<file path="src/rtl/deq_pkg.sv">
// ----------------------------------------------------------------------------
// deq_pkg: shared types and constants of the double-ended queue
// Request and response payloads, request codes, and the command and status
// bundles between the controller and the datapath.
// ----------------------------------------------------------------------------
package deq_pkg;

	localparam int WORD_W = 32;
	localparam int FILL_W = 5;
	localparam int REQ_W  = 3;

	// Request codes
	localparam logic [REQ_W-1:0] REQ_PUSH_HEAD = 3'd0;
	localparam logic [REQ_W-1:0] REQ_PUSH_TAIL = 3'd1;
	localparam logic [REQ_W-1:0] REQ_POP_HEAD  = 3'd2;
	localparam logic [REQ_W-1:0] REQ_POP_TAIL  = 3'd3;
	localparam logic [REQ_W-1:0] REQ_SEARCH    = 3'd4;

	// Word reported for an empty store or a failed pop (-1)
	localparam logic signed [WORD_W-1:0] NONE_WORD = '1;

	typedef struct packed {
		logic [REQ_W-1:0]         req_type;
		logic signed [WORD_W-1:0] data_value;
	} deq_req_t;

	typedef struct packed {
		logic signed [WORD_W-1:0] popped_value;
		logic                     pop_on_empty;
		logic                     push_dropped;
		logic                     found;
		logic signed [WORD_W-1:0] front_value;
		logic signed [WORD_W-1:0] back_value;
		logic                     now_empty;
		logic [FILL_W-1:0]        fill_count;
	} deq_rsp_t;

	// Controller to datapath
	typedef struct packed {
		logic latch_req;  // take the incoming request
		logic do_exec;    // apply the request to the store
		logic cap_pop;    // capture the popped word
		logic srch_step;  // compare one entry, fetch the next
		logic rd_front;   // read the head entry
		logic rd_back;    // capture head, read the tail entry
		logic out_load;   // load the response register
	} deq_cmd_t;

	// Datapath to controller
	typedef struct packed {
		logic is_pop;
		logic is_search;
		logic empty;
		logic match;
		logic last;
	} deq_sts_t;

endpackage

</file>
<file path="src/rtl/deq_ram.sv">
// ----------------------------------------------------------------------------
// deq_ram: generic single-port-write, single-port-read RAM
// One write and one registered read per cycle; read data holds when idle.
// ----------------------------------------------------------------------------
module deq_ram #(
	parameter int WIDTH = 32,
	parameter int DEPTH = 16,
	localparam int AW = (DEPTH > 1) ? $clog2(DEPTH) : 1
) (
	input  logic             clk,
	input  logic             we,
	input  logic [AW-1:0]    waddr,
	input  logic [WIDTH-1:0] wdata,
	input  logic             re,
	input  logic [AW-1:0]    raddr,
	output logic [WIDTH-1:0] rdata
);

	logic [WIDTH-1:0] mem_q [DEPTH];

	always_ff @(posedge clk) begin
		if (we) begin
			mem_q[waddr] <= wdata;
		end
		if (re) begin
			rdata <= mem_q[raddr];
		end
	end

endmodule

</file>
<file path="src/rtl/deq_dpath.sv">
// ----------------------------------------------------------------------------
// deq_dpath: datapath of the double-ended queue
// Head pointer, entry count, ring addressing, entry store and response word.
// ----------------------------------------------------------------------------
module deq_dpath import deq_pkg::*; #(
	parameter int DEPTH = 16
) (
	input  logic     clk,
	input  logic     arst_n,
	input  deq_req_t req,
	input  deq_cmd_t cmd,
	output deq_sts_t sts,
	output deq_rsp_t rsp
);

	localparam int ADDR_W = $clog2(DEPTH);
	localparam int CNT_W  = $clog2(DEPTH + 1);
	localparam int SUM_W  = CNT_W + 1;

	logic [ADDR_W-1:0] front_q;
	logic [CNT_W-1:0]  count_q;
	logic [CNT_W-1:0]  idx_q;
	deq_req_t          req_q;
	logic [WORD_W-1:0] popped_q;
	logic [WORD_W-1:0] front_val_q;
	logic              pop_empty_q;
	logic              dropped_q;
	logic              hit_q;
	deq_rsp_t          rsp_q;

	logic              empty;
	logic              full;
	logic [CNT_W-1:0]  back_off;
	logic [CNT_W-1:0]  idx_next;
	logic [ADDR_W-1:0] head_slot;
	logic [ADDR_W-1:0] tail_slot;
	logic [ADDR_W-1:0] last_slot;
	logic [ADDR_W-1:0] next_slot;
	logic [ADDR_W-1:0] step_slot;
	logic              we;
	logic [ADDR_W-1:0] waddr;
	logic              re;
	logic [ADDR_W-1:0] raddr;
	logic [WORD_W-1:0] rdata;

	// Ring position base + off, with off at most DEPTH
	function automatic logic [ADDR_W-1:0] slot(input logic [ADDR_W-1:0] base,
			input logic [CNT_W-1:0] off);
		logic [SUM_W-1:0] sum;
		sum = SUM_W'(base) + SUM_W'(off);
		if (sum >= SUM_W'(DEPTH)) begin
			sum = sum - SUM_W'(DEPTH);
		end
		return sum[ADDR_W-1:0];
	endfunction

	assign empty     = (count_q == '0);
	assign full      = (count_q == CNT_W'(DEPTH));
	assign back_off  = empty ? '0 : count_q - 1'b1;
	assign idx_next  = idx_q + 1'b1;
	assign head_slot = (front_q == '0) ? ADDR_W'(DEPTH - 1) : front_q - 1'b1;
	assign tail_slot = slot(front_q, count_q);
	assign last_slot = slot(front_q, back_off);
	assign next_slot = slot(front_q, CNT_W'(1));
	assign step_slot = slot(front_q, idx_next);

	always_comb begin
		sts.is_pop    = 1'b0;
		sts.is_search = 1'b0;
		case (req_q.req_type) inside
			REQ_POP_HEAD, REQ_POP_TAIL: sts.is_pop = 1'b1;
			REQ_SEARCH:                 sts.is_search = 1'b1;
			default: ;
		endcase
		sts.empty = empty;
		sts.match = (rdata == req_q.data_value);
		sts.last  = (idx_next == count_q);
	end

	// Store port selection
	always_comb begin
		we    = 1'b0;
		waddr = head_slot;
		re    = 1'b0;
		raddr = front_q;
		if (cmd.do_exec) begin
			case (req_q.req_type)
				REQ_PUSH_HEAD: begin
					we    = !full;
					waddr = head_slot;
				end
				REQ_PUSH_TAIL: begin
					we    = !full;
					waddr = tail_slot;
				end
				REQ_POP_HEAD: begin
					re    = !empty;
					raddr = front_q;
				end
				REQ_POP_TAIL: begin
					re    = !empty;
					raddr = last_slot;
				end
				REQ_SEARCH: begin
					re    = !empty;
					raddr = front_q;
				end
				default: ;
			endcase
		end else if (cmd.rd_front) begin
			re    = 1'b1;
			raddr = front_q;
		end else if (cmd.rd_back) begin
			re    = 1'b1;
			raddr = last_slot;
		end else if (cmd.srch_step) begin
			re    = 1'b1;
			raddr = step_slot;
		end
	end

	deq_ram #(
		.WIDTH(WORD_W),
		.DEPTH(DEPTH)
	) u_store (
		.clk  (clk),
		.we   (we),
		.waddr(waddr),
		.wdata(req_q.data_value),
		.re   (re),
		.raddr(raddr),
		.rdata(rdata)
	);

	// Head pointer and count
	always_ff @(posedge clk or negedge arst_n) begin
		if (!arst_n) begin
			front_q <= '0;
			count_q <= '0;
		end else if (cmd.do_exec) begin
			case (req_q.req_type)
				REQ_PUSH_HEAD: begin
					if (!full) begin
						front_q <= head_slot;
						count_q <= count_q + 1'b1;
					end
				end
				REQ_PUSH_TAIL: begin
					if (!full) begin
						count_q <= count_q + 1'b1;
					end
				end
				REQ_POP_HEAD: begin
					if (!empty) begin
						front_q <= next_slot;
						count_q <= count_q - 1'b1;
					end
				end
				REQ_POP_TAIL: begin
					if (!empty) begin
						count_q <= count_q - 1'b1;
					end
				end
				default: ;
			endcase
		end
	end

	// Request, flags and response payload
	always_ff @(posedge clk) begin
		if (cmd.latch_req) begin
			req_q <= req;
		end
		if (cmd.do_exec) begin
			popped_q    <= '0;
			pop_empty_q <= 1'b0;
			dropped_q   <= 1'b0;
			hit_q       <= 1'b0;
			idx_q       <= '0;
			case (req_q.req_type) inside
				REQ_PUSH_HEAD, REQ_PUSH_TAIL: dropped_q <= full;
				REQ_POP_HEAD, REQ_POP_TAIL: begin
					if (empty) begin
						popped_q    <= NONE_WORD;
						pop_empty_q <= 1'b1;
					end
				end
				default: ;
			endcase
		end
		if (cmd.cap_pop) begin
			popped_q <= rdata;
		end
		if (cmd.srch_step) begin
			idx_q <= idx_next;
			if (sts.match) begin
				hit_q <= 1'b1;
			end
		end
		if (cmd.rd_back) begin
			front_val_q <= rdata;
		end
		if (cmd.out_load) begin
			rsp_q.popped_value <= popped_q;
			rsp_q.pop_on_empty <= pop_empty_q;
			rsp_q.push_dropped <= dropped_q;
			rsp_q.found        <= hit_q;
			rsp_q.front_value  <= empty ? NONE_WORD : front_val_q;
			rsp_q.back_value   <= empty ? NONE_WORD : rdata;
			rsp_q.now_empty    <= empty;
			rsp_q.fill_count   <= FILL_W'(count_q);
		end
	end

	assign rsp = rsp_q;

endmodule

</file>
<file path="src/rtl/deq_ctrl.sv">
// ----------------------------------------------------------------------------
// deq_ctrl: sequencer of the double-ended queue
// Steps each request through execute, pop capture or search, status reads and response.
// ----------------------------------------------------------------------------
module deq_ctrl import deq_pkg::*; (
	input  logic     clk,
	input  logic     arst_n,
	input  logic     req_valid,
	output logic     req_stall,
	output logic     rsp_valid,
	input  logic     rsp_stall,
	input  deq_sts_t sts,
	output deq_cmd_t cmd
);

	typedef enum logic [2:0] {
		ST_IDLE,
		ST_EXEC,
		ST_POP_CAP,
		ST_SRCH,
		ST_FRONT_RD,
		ST_BACK_RD,
		ST_FIN
	} state_t;

	state_t state_q;
	logic   rsp_valid_q;
	logic   rsp_free;
	logic   srch_done;

	assign rsp_free  = !rsp_valid_q || !rsp_stall;
	assign srch_done = sts.match || sts.last;
	assign req_stall = (state_q != ST_IDLE);
	assign rsp_valid = rsp_valid_q;

	always_comb begin
		cmd           = '0;
		cmd.latch_req = (state_q == ST_IDLE) && req_valid;
		cmd.do_exec   = (state_q == ST_EXEC);
		cmd.cap_pop   = (state_q == ST_POP_CAP);
		cmd.srch_step = (state_q == ST_SRCH);
		cmd.rd_front  = (state_q == ST_FRONT_RD) || (state_q == ST_POP_CAP) ||
			((state_q == ST_SRCH) && srch_done);
		cmd.rd_back   = (state_q == ST_BACK_RD);
		cmd.out_load  = (state_q == ST_FIN) && rsp_free;
	end

	always_ff @(posedge clk or negedge arst_n) begin
		if (!arst_n) begin
			state_q     <= ST_IDLE;
			rsp_valid_q <= 1'b0;
		end else begin
			if (cmd.out_load) begin
				rsp_valid_q <= 1'b1;
			end else if (!rsp_stall) begin
				rsp_valid_q <= 1'b0;
			end
			case (state_q)
				ST_IDLE: begin
					if (req_valid) begin
						state_q <= ST_EXEC;
					end
				end
				ST_EXEC: begin
					if (sts.is_pop && !sts.empty) begin
						state_q <= ST_POP_CAP;
					end else if (sts.is_search && !sts.empty) begin
						state_q <= ST_SRCH;
					end else begin
						state_q <= ST_FRONT_RD;
					end
				end
				ST_POP_CAP:  state_q <= ST_BACK_RD;
				ST_SRCH: begin
					if (srch_done) begin
						state_q <= ST_BACK_RD;
					end
				end
				ST_FRONT_RD: state_q <= ST_BACK_RD;
				ST_BACK_RD:  state_q <= ST_FIN;
				ST_FIN: begin
					if (rsp_free) begin
						state_q <= ST_IDLE;
					end
				end
				default:     state_q <= ST_IDLE;
			endcase
		end
	end

endmodule

</file>
<file path="src/rtl/double_ended_queue_core.sv">
// ----------------------------------------------------------------------------
// double_ended_queue_core: bounded double-ended queue of 32-bit words
// Ring store of DEPTH entries with push and pop at both ends and a search.
// ----------------------------------------------------------------------------
//  channel   | direction | handshake            | payload
//  request   | in        | req_valid/req_stall  | req (req_type, data_value)
//  response  | out       | rsp_valid/rsp_stall  | rsp (popped, flags, head, tail,
//            |           |                      |      empty, fill count)
//
//  Sequence: a push, a pop or an unknown code runs execute, a head read or
//  pop capture, a tail read and the response step before the next request
//  is accepted; a search on N held entries compares entries in order up to
//  the first match, or all N. The shared single-read-port entry store sets
//  this order: one entry is compared per read, head and tail are read one at a time.
//  Reset: pointer, count and handshake state clear at once; the store is
//  never cleared, and requests are taken from the first cycle after reset.
//  Stalls: a finished response waits in the output register while the next
//  request is accepted; the sequencer holds only when a second response is
//  ready and the first still has not been taken.
// ----------------------------------------------------------------------------
module double_ended_queue_core import deq_pkg::*; #(
	parameter int DEPTH = 16
) (
	input  logic     clk,
	input  logic     arst_n,
	input  logic     req_valid,
	output logic     req_stall,
	input  deq_req_t req,
	output logic     rsp_valid,
	input  logic     rsp_stall,
	output deq_rsp_t rsp
);

	// Command and status bundles between sequencer and datapath
	deq_cmd_t cmd;
	deq_sts_t sts;

	// Sequencer: drives the handshake and the command bundle for each step
	deq_ctrl u_ctrl (
		.clk      (clk),
		.arst_n   (arst_n),
		.req_valid(req_valid),
		.req_stall(req_stall),
		.rsp_valid(rsp_valid),
		.rsp_stall(rsp_stall),
		.sts      (sts),
		.cmd      (cmd)
	);

	// Datapath: head pointer, entry count, entry store and the response register
	deq_dpath #(
		.DEPTH(DEPTH)
	) u_dpath (
		.clk   (clk),
		.arst_n(arst_n),
		.req   (req),
		.cmd   (cmd),
		.sts   (sts),
		.rsp   (rsp)
	);

endmodule

</file>
<file path="config.mk">
export PLATFORM = sky130hd
export DESIGN_NAME = double_ended_queue_core
export DESIGN_NICKNAME = d
export VERILOG_FILES = /design/src/rtl/deq_pkg.sv /design/src/rtl/deq_ram.sv /design/src/rtl/deq_dpath.sv /design/src/rtl/deq_ctrl.sv /design/src/rtl/double_ended_queue_core.sv
export SDC_FILE = /design/constraint.sdc
export NUM_CORES = 1
export LEC_CHECK = 0
export BUFFER_PORTS_ARGS = -buffer_cell sky130_fd_sc_hd__buf_2
export CORE_UTILIZATION = 45
export CTS_BUF_LIST = sky130_fd_sc_hd__clkbuf_16
export CTS_CLUSTER_SIZE = 24
export DETAILED_ROUTE_END_ITERATION = 7
export GPL_ROUTABILITY_DRIVEN = 0
export PLACE_DENSITY = 0.65
export SYNTH_ARGS = -nofsm -noshare
export SYNTH_HDL_FRONTEND = slang
export SYNTH_HIERARCHICAL = 1
export SYNTH_SLANG_ARGS = --single-unit
</file>
<file path="constraint.sdc">
create_clock -name clk -period 8.2 [get_ports clk]
set_input_delay 0.82 -clock clk [delete_from_list [all_inputs] [get_ports clk]]
set_output_delay 0.82 -clock clk [all_outputs]
set_load 0.02 [all_outputs]
</file>
==> results.md <==
Run status:
- The flow ran to the end, and the final reports show no timing, DRC or antenna violations.

Setup path:
- Data on the critical path is required at its endpoint by approximately 8.6 ns.
- The reg-to-reg critical path endpoint is u_dpath/u_store/rdata[22]$_DFFE_PP_.
- The internal reg-to-reg setup slack is roughly 2.3 ns.
- The kind of end point of the critical path is a flop.
- The worst setup path is launched from a flop.
- Measured in cells, the most critical reg-to-reg path has a length of 15.
- The critical-path maximum fanout is ~70.
- The startpoint identified for the worst register-to-register timing path is u_dpath/req_q[11]$_DFFE_PP_.
- Data on the critical path arrives at its endpoint at 6.28 ns.
- By startpoint and endpoint, the worst setup path is classified as flop to flop.

Logic synthesis:
- Each instance of the synthesized netlist takes up on average around 21 µm².
- The net count of the mapped netlist is around 1500.
- The flip-flop cell with the highest count after synthesis is sky130_fd_sc_hd__edfxtp_1.
- The count of synthesis-stage warnings from yosys is 6.
- The synthesis-stage register bit count is roughly 770.
- After synthesis, flip-flops and latches occupy about 79% of the total area.
- Of all flip-flops after synthesis, the portion carrying an async set or reset was between 1.5 and 2%.
- The number of distinct library cells after synthesis is between 50 and 60.
- The synthesized design contains 755 enable-type register cells.
- The synthesized instance count is around 1400.
- The synthesized netlist occupies a cell area of around 29000 µm².

Die:
- The vertical die dimension is 257 µm.
- The starting utilization of the core area is a little under half.
- The number of ports placed on the die boundary is 146.
- The core footprint is approximately 64000 µm².
- The die area is around 66000 µm².
- The row count is just over 90.
- The floorplan step set the die width to roughly 260 µm.

Detailed routing:
- In the routed design, unresolved DRC markers number 0.
- The routed wire length is ~63000 µm.
- After detailed routing, the average wire length per cell comes to ~25 µm.
- The count of nets left with antenna violations once routing finished came out at 0.
- Summing over every cut layer, the via total after detailed routing is 14046.
- The first routing iteration left 1205 violations.
- The routed via count divided by cell count is ~5.6.
- Before antenna repair, the detailed router went through 5 iterations.

Finish:
- The layout filler cell count is 5034.
- Once layout is complete, the utilization of the core stands at 52.1%.
- The final net count is 1668.
- The most common cell after layout, fill and taps aside is sky130_fd_sc_hd__edfxtp_1.
- The count of inserted antenna diode cells is 0.
- Across the whole layout, storage elements account for approximately 23000 µm².
- In the final layout, the multi-input gates occupy about 6000 µm².
- The top cell types in the final layout, fill and taps aside, are sky130_fd_sc_hd__edfxtp_1 (755), sky130_fd_sc_hd__buf_2 (145), sky130_fd_sc_hd__mux4_2 (128).
- The post-route netlist has between 20% and 30% of its cells at a drive strength greater than 1.
- The area growth from synthesis to final layout is 14.4%.

Job:
- Across the run, the number of max-cap violations was 0.

STA:
- The worst slew margin relative to its limit is 31.4%.
- At the pin with the least slew margin, the transition time is between 1 and 1.5 ns.
- For the finished layout, the period the worst path requires is 5.93 ns.
- Between clock sinks in the finished design, the worst skew comes to roughly 0.024 ns.
- The post-route clock period utilization is 72.3%.
- The number of max-slew violations in the final report came to 0.
- Derived from the worst setup path, the maximum achievable clock frequency is 169 MHz.
- The hold violation total from the final report came to 0.
- The post-route setup TNS is 0 ns.
- The final setup violation count is 0.
- Setup repair after global routing left no endpoint under its margin.

Power:
- The net switching power figure is 4.52 mW.
- The internal portion of total power is approximately 9.0 mW.
- In this run switching power makes up between 30% and 40% of total power.
- The total power draw is ~14 mW.
- The sequential share of power is between 40% and 50%.
- The worst-case IR drop observed on VDD is between 0.0006 and 0.0007 V.
- The leakage power is approximately 11 nW.
- The clock share of power is a little under a quarter.
- In this run, the combinational gates consume roughly a third of the power.
- For this design the ratio of total power to cell area is 405 nW/µm².

Placed design:
- The HPWL reported at the end of detailed placement is 33600 µm.
- The port buffer count is approximately 150.

Hold path:
- The type of the worst min-delay path is primary input to asynchronous set/reset pin.

Clock tree:
- The setup fix buffers added after clock tree synthesis is 0.
- No sink is reached through more buffers than the 3 on the longest clock path.
- The clock transition at the registers of the reported paths is 0.06 ns.
- Gates resized during post-CTS repair numbered 0.
- In this run, post-CTS hold repair placed 0 buffers.
- The clock reaches the later pin of the worst-skew pair after a little over 0.6 ns.
- Counting the buffers created by CTS gives 78.
- The cell sitting at the root of the clock tree is a sky130_fd_sc_hd__clkbuf_16.
- The CTS tree is built.
- Clock tree synthesis found a total of slightly below 800 sinks.
- The H-tree level count is 3.

Global route:
- The number of global-route vias before repair was approximately 15000.
- The residual overflow from global routing is 0.
- The largest net degree at the start of global routing is 129.
- The initial antenna violation count came to 1.
- In the global route stage, overall resource usage came out at 19.5%.
- The global-route wire length before repair is around 95000 µm.
-- power by group through the flow --
stage | clock, mW | combinational (mW) | sequential, mW
5_1_grt | 3.45 | 5.09 | 5.69
3_5_place_dp | 0 | 4.76 | 5.71
6_report | 3.24 | 4.68 | 5.63
4_1_cts | 3.30 | 4.77 | 5.63
3_3_place_gp | 0 | 4.71 | 5.69
2_1_floorplan | 0 | 3.43 | 5.64
-- Yosys cell counts, drive strengths merged (2+ instances only) --
library cell | instances | share of area, %
a211oi | 2 | 0.068
a21o | 35 | 0.90
a21oi | 13 | 0.24
a22oi | 67 | 1.7
and2 | 7 | 0.17
buf | 37 | 0.76
clkbuf | 30 | 0.38
dfrtp | 13 | 1.1
edfxtp | 755 | 77
fa | 3 | 0.21
ha | 15 | 0.64
inv | 15 | 0.19
mux2i | 2 | 0.068
mux4 | 128 | 9.8
nand2 | 59 | 0.76
nand2b | 59 | 1.3
nand3 | 8 | 0.14
nand3b | 3 | 0.077
nand4 | 4 | 0.085
nor2 | 31 | 0.40
nor2b | 6 | 0.13
nor3 | 10 | 0.21
nor3b | 2 | 0.051
nor4 | 8 | 0.17
o21ai | 15 | 0.26
o22ai | 5 | 0.11
o31ai | 3 | 0.077
or2 | 2 | 0.043
or2b | 13 | 0.34
or3 | 2 | 0.064
xnor2 | 15 | 0.45
xor2 | 42 | 1.3
-- through the flow --
| stage | hold WS [ns] | setup WS, ns | instance area, µm² | instances |
|---|---|---|---|---|
| 2_1_floorplan | 0.400 | 1.69 | 29300 | 1422 |
| 3_3_place_gp | 0.400 | 2.29 | 31200 | 2386 |
| 3_5_place_dp | 0.405 | 2.20 | 31200 | 2386 |
| 4_1_cts | 0.0922 | 2.18 | 33500 | 2523 |
| 5_1_grt | 0.110 | 2.00 | 33500 | 2523 |
| 6_report | 0.111 | 2.27 | 33500 | 2523 |
-- layer usage --
metal	global-route usage [%]	up-vias	wire, µm
met5	0	-	0
met1	26.2	7377	26300
li1	-	6103	-
met3	3.24	86	3940
met4	5.69	0	1280
met2	32.9	480	32000
-- worst max-delay path: stages, from the launching register on --
cell and delay [ns]:
sky130_fd_sc_hd__edfxtp_1 0.61, sky130_fd_sc_hd__xor2_1 0.24, sky130_fd_sc_hd__nor4_1 0.88, sky130_fd_sc_hd__nand4_1 0.29
sky130_fd_sc_hd__nor2_1 0.47, sky130_fd_sc_hd__nor2_1 0.12, sky130_fd_sc_hd__a21oi_1 0.23, sky130_fd_sc_hd__a21o_2 0.19
sky130_fd_sc_hd__nor2_1 0.09, sky130_fd_sc_hd__o22ai_1 0.15, sky130_fd_sc_hd__nor2_1 0.09, sky130_fd_sc_hd__a21oi_4 0.73
sky130_fd_sc_hd__buf_12 0.50, sky130_fd_sc_hd__mux4_2 0.60, sky130_fd_sc_hd__a22oi_1 0.21, sky130_fd_sc_hd__nand2_1 0.07
-- final cells by class --
| class | instances | share of cell area, % |
|---|---|---|
| well taps | 855 | 3.19 |
| flip-flops and latches | 769 | 68.7 |
| inverters | 16 | 0.179 |
| clock buffers | 80 | 5.98 |
| multi-input cells | 570 | 18.1 |
| repair buffers | 176 | 2.94 |
| clock inverters | 57 | 0.934 |
-- logic make-up after synthesis --
logic type                 share of synthesized area (%)
adders and majority gates                          0.846
DFF                                                 78.6
muxes                                               9.91
AOI/OAI and AO/OA                                   3.55
and+or+nand+nor                                     4.04
buffers and inverters                               1.35
xor gates and xnor gates                            1.70
-- sequential cells by signal, summed over array words and instances, names as in the netlist, 3 cells and up --
signal                 count
u_dpath/idx_q              5
u_dpath/popped_q          32
u_dpath/u_store/rdata     32
u_dpath/front_val_q       32
u_ctrl/state_q             3
u_dpath/u_store/mem_q    512
u_dpath/front_q            4
u_dpath/count_q            5
u_dpath/req_q             35
u_dpath/rsp              105
-- worst max path at each step --
| stage | from | endpoint | depth (start not counted) |
|---|---|---|---|
| after floorplan | rsp_stall | u_dpath/rsp[0]$_DFFE_PP_ | 1 |
| after global placement | u_dpath/req_q[8]$_DFFE_PP_ | u_dpath/u_store/rdata[29]$_DFFE_PP_ | 15 |
| after detailed placement | u_dpath/req_q[11]$_DFFE_PP_ | u_dpath/u_store/rdata[16]$_DFFE_PP_ | 15 |
| after CTS | u_dpath/req_q[11]$_DFFE_PP_ | u_dpath/u_store/rdata[16]$_DFFE_PP_ | 15 |
| after global routing | u_dpath/req_q[11]$_DFFE_PP_ | u_dpath/u_store/rdata[14]$_DFFE_PP_ | 15 |
| final | u_dpath/req_q[11]$_DFFE_PP_ | u_dpath/u_store/rdata[22]$_DFFE_PP_ | 15 |
(Power assumes the default switching activity.)
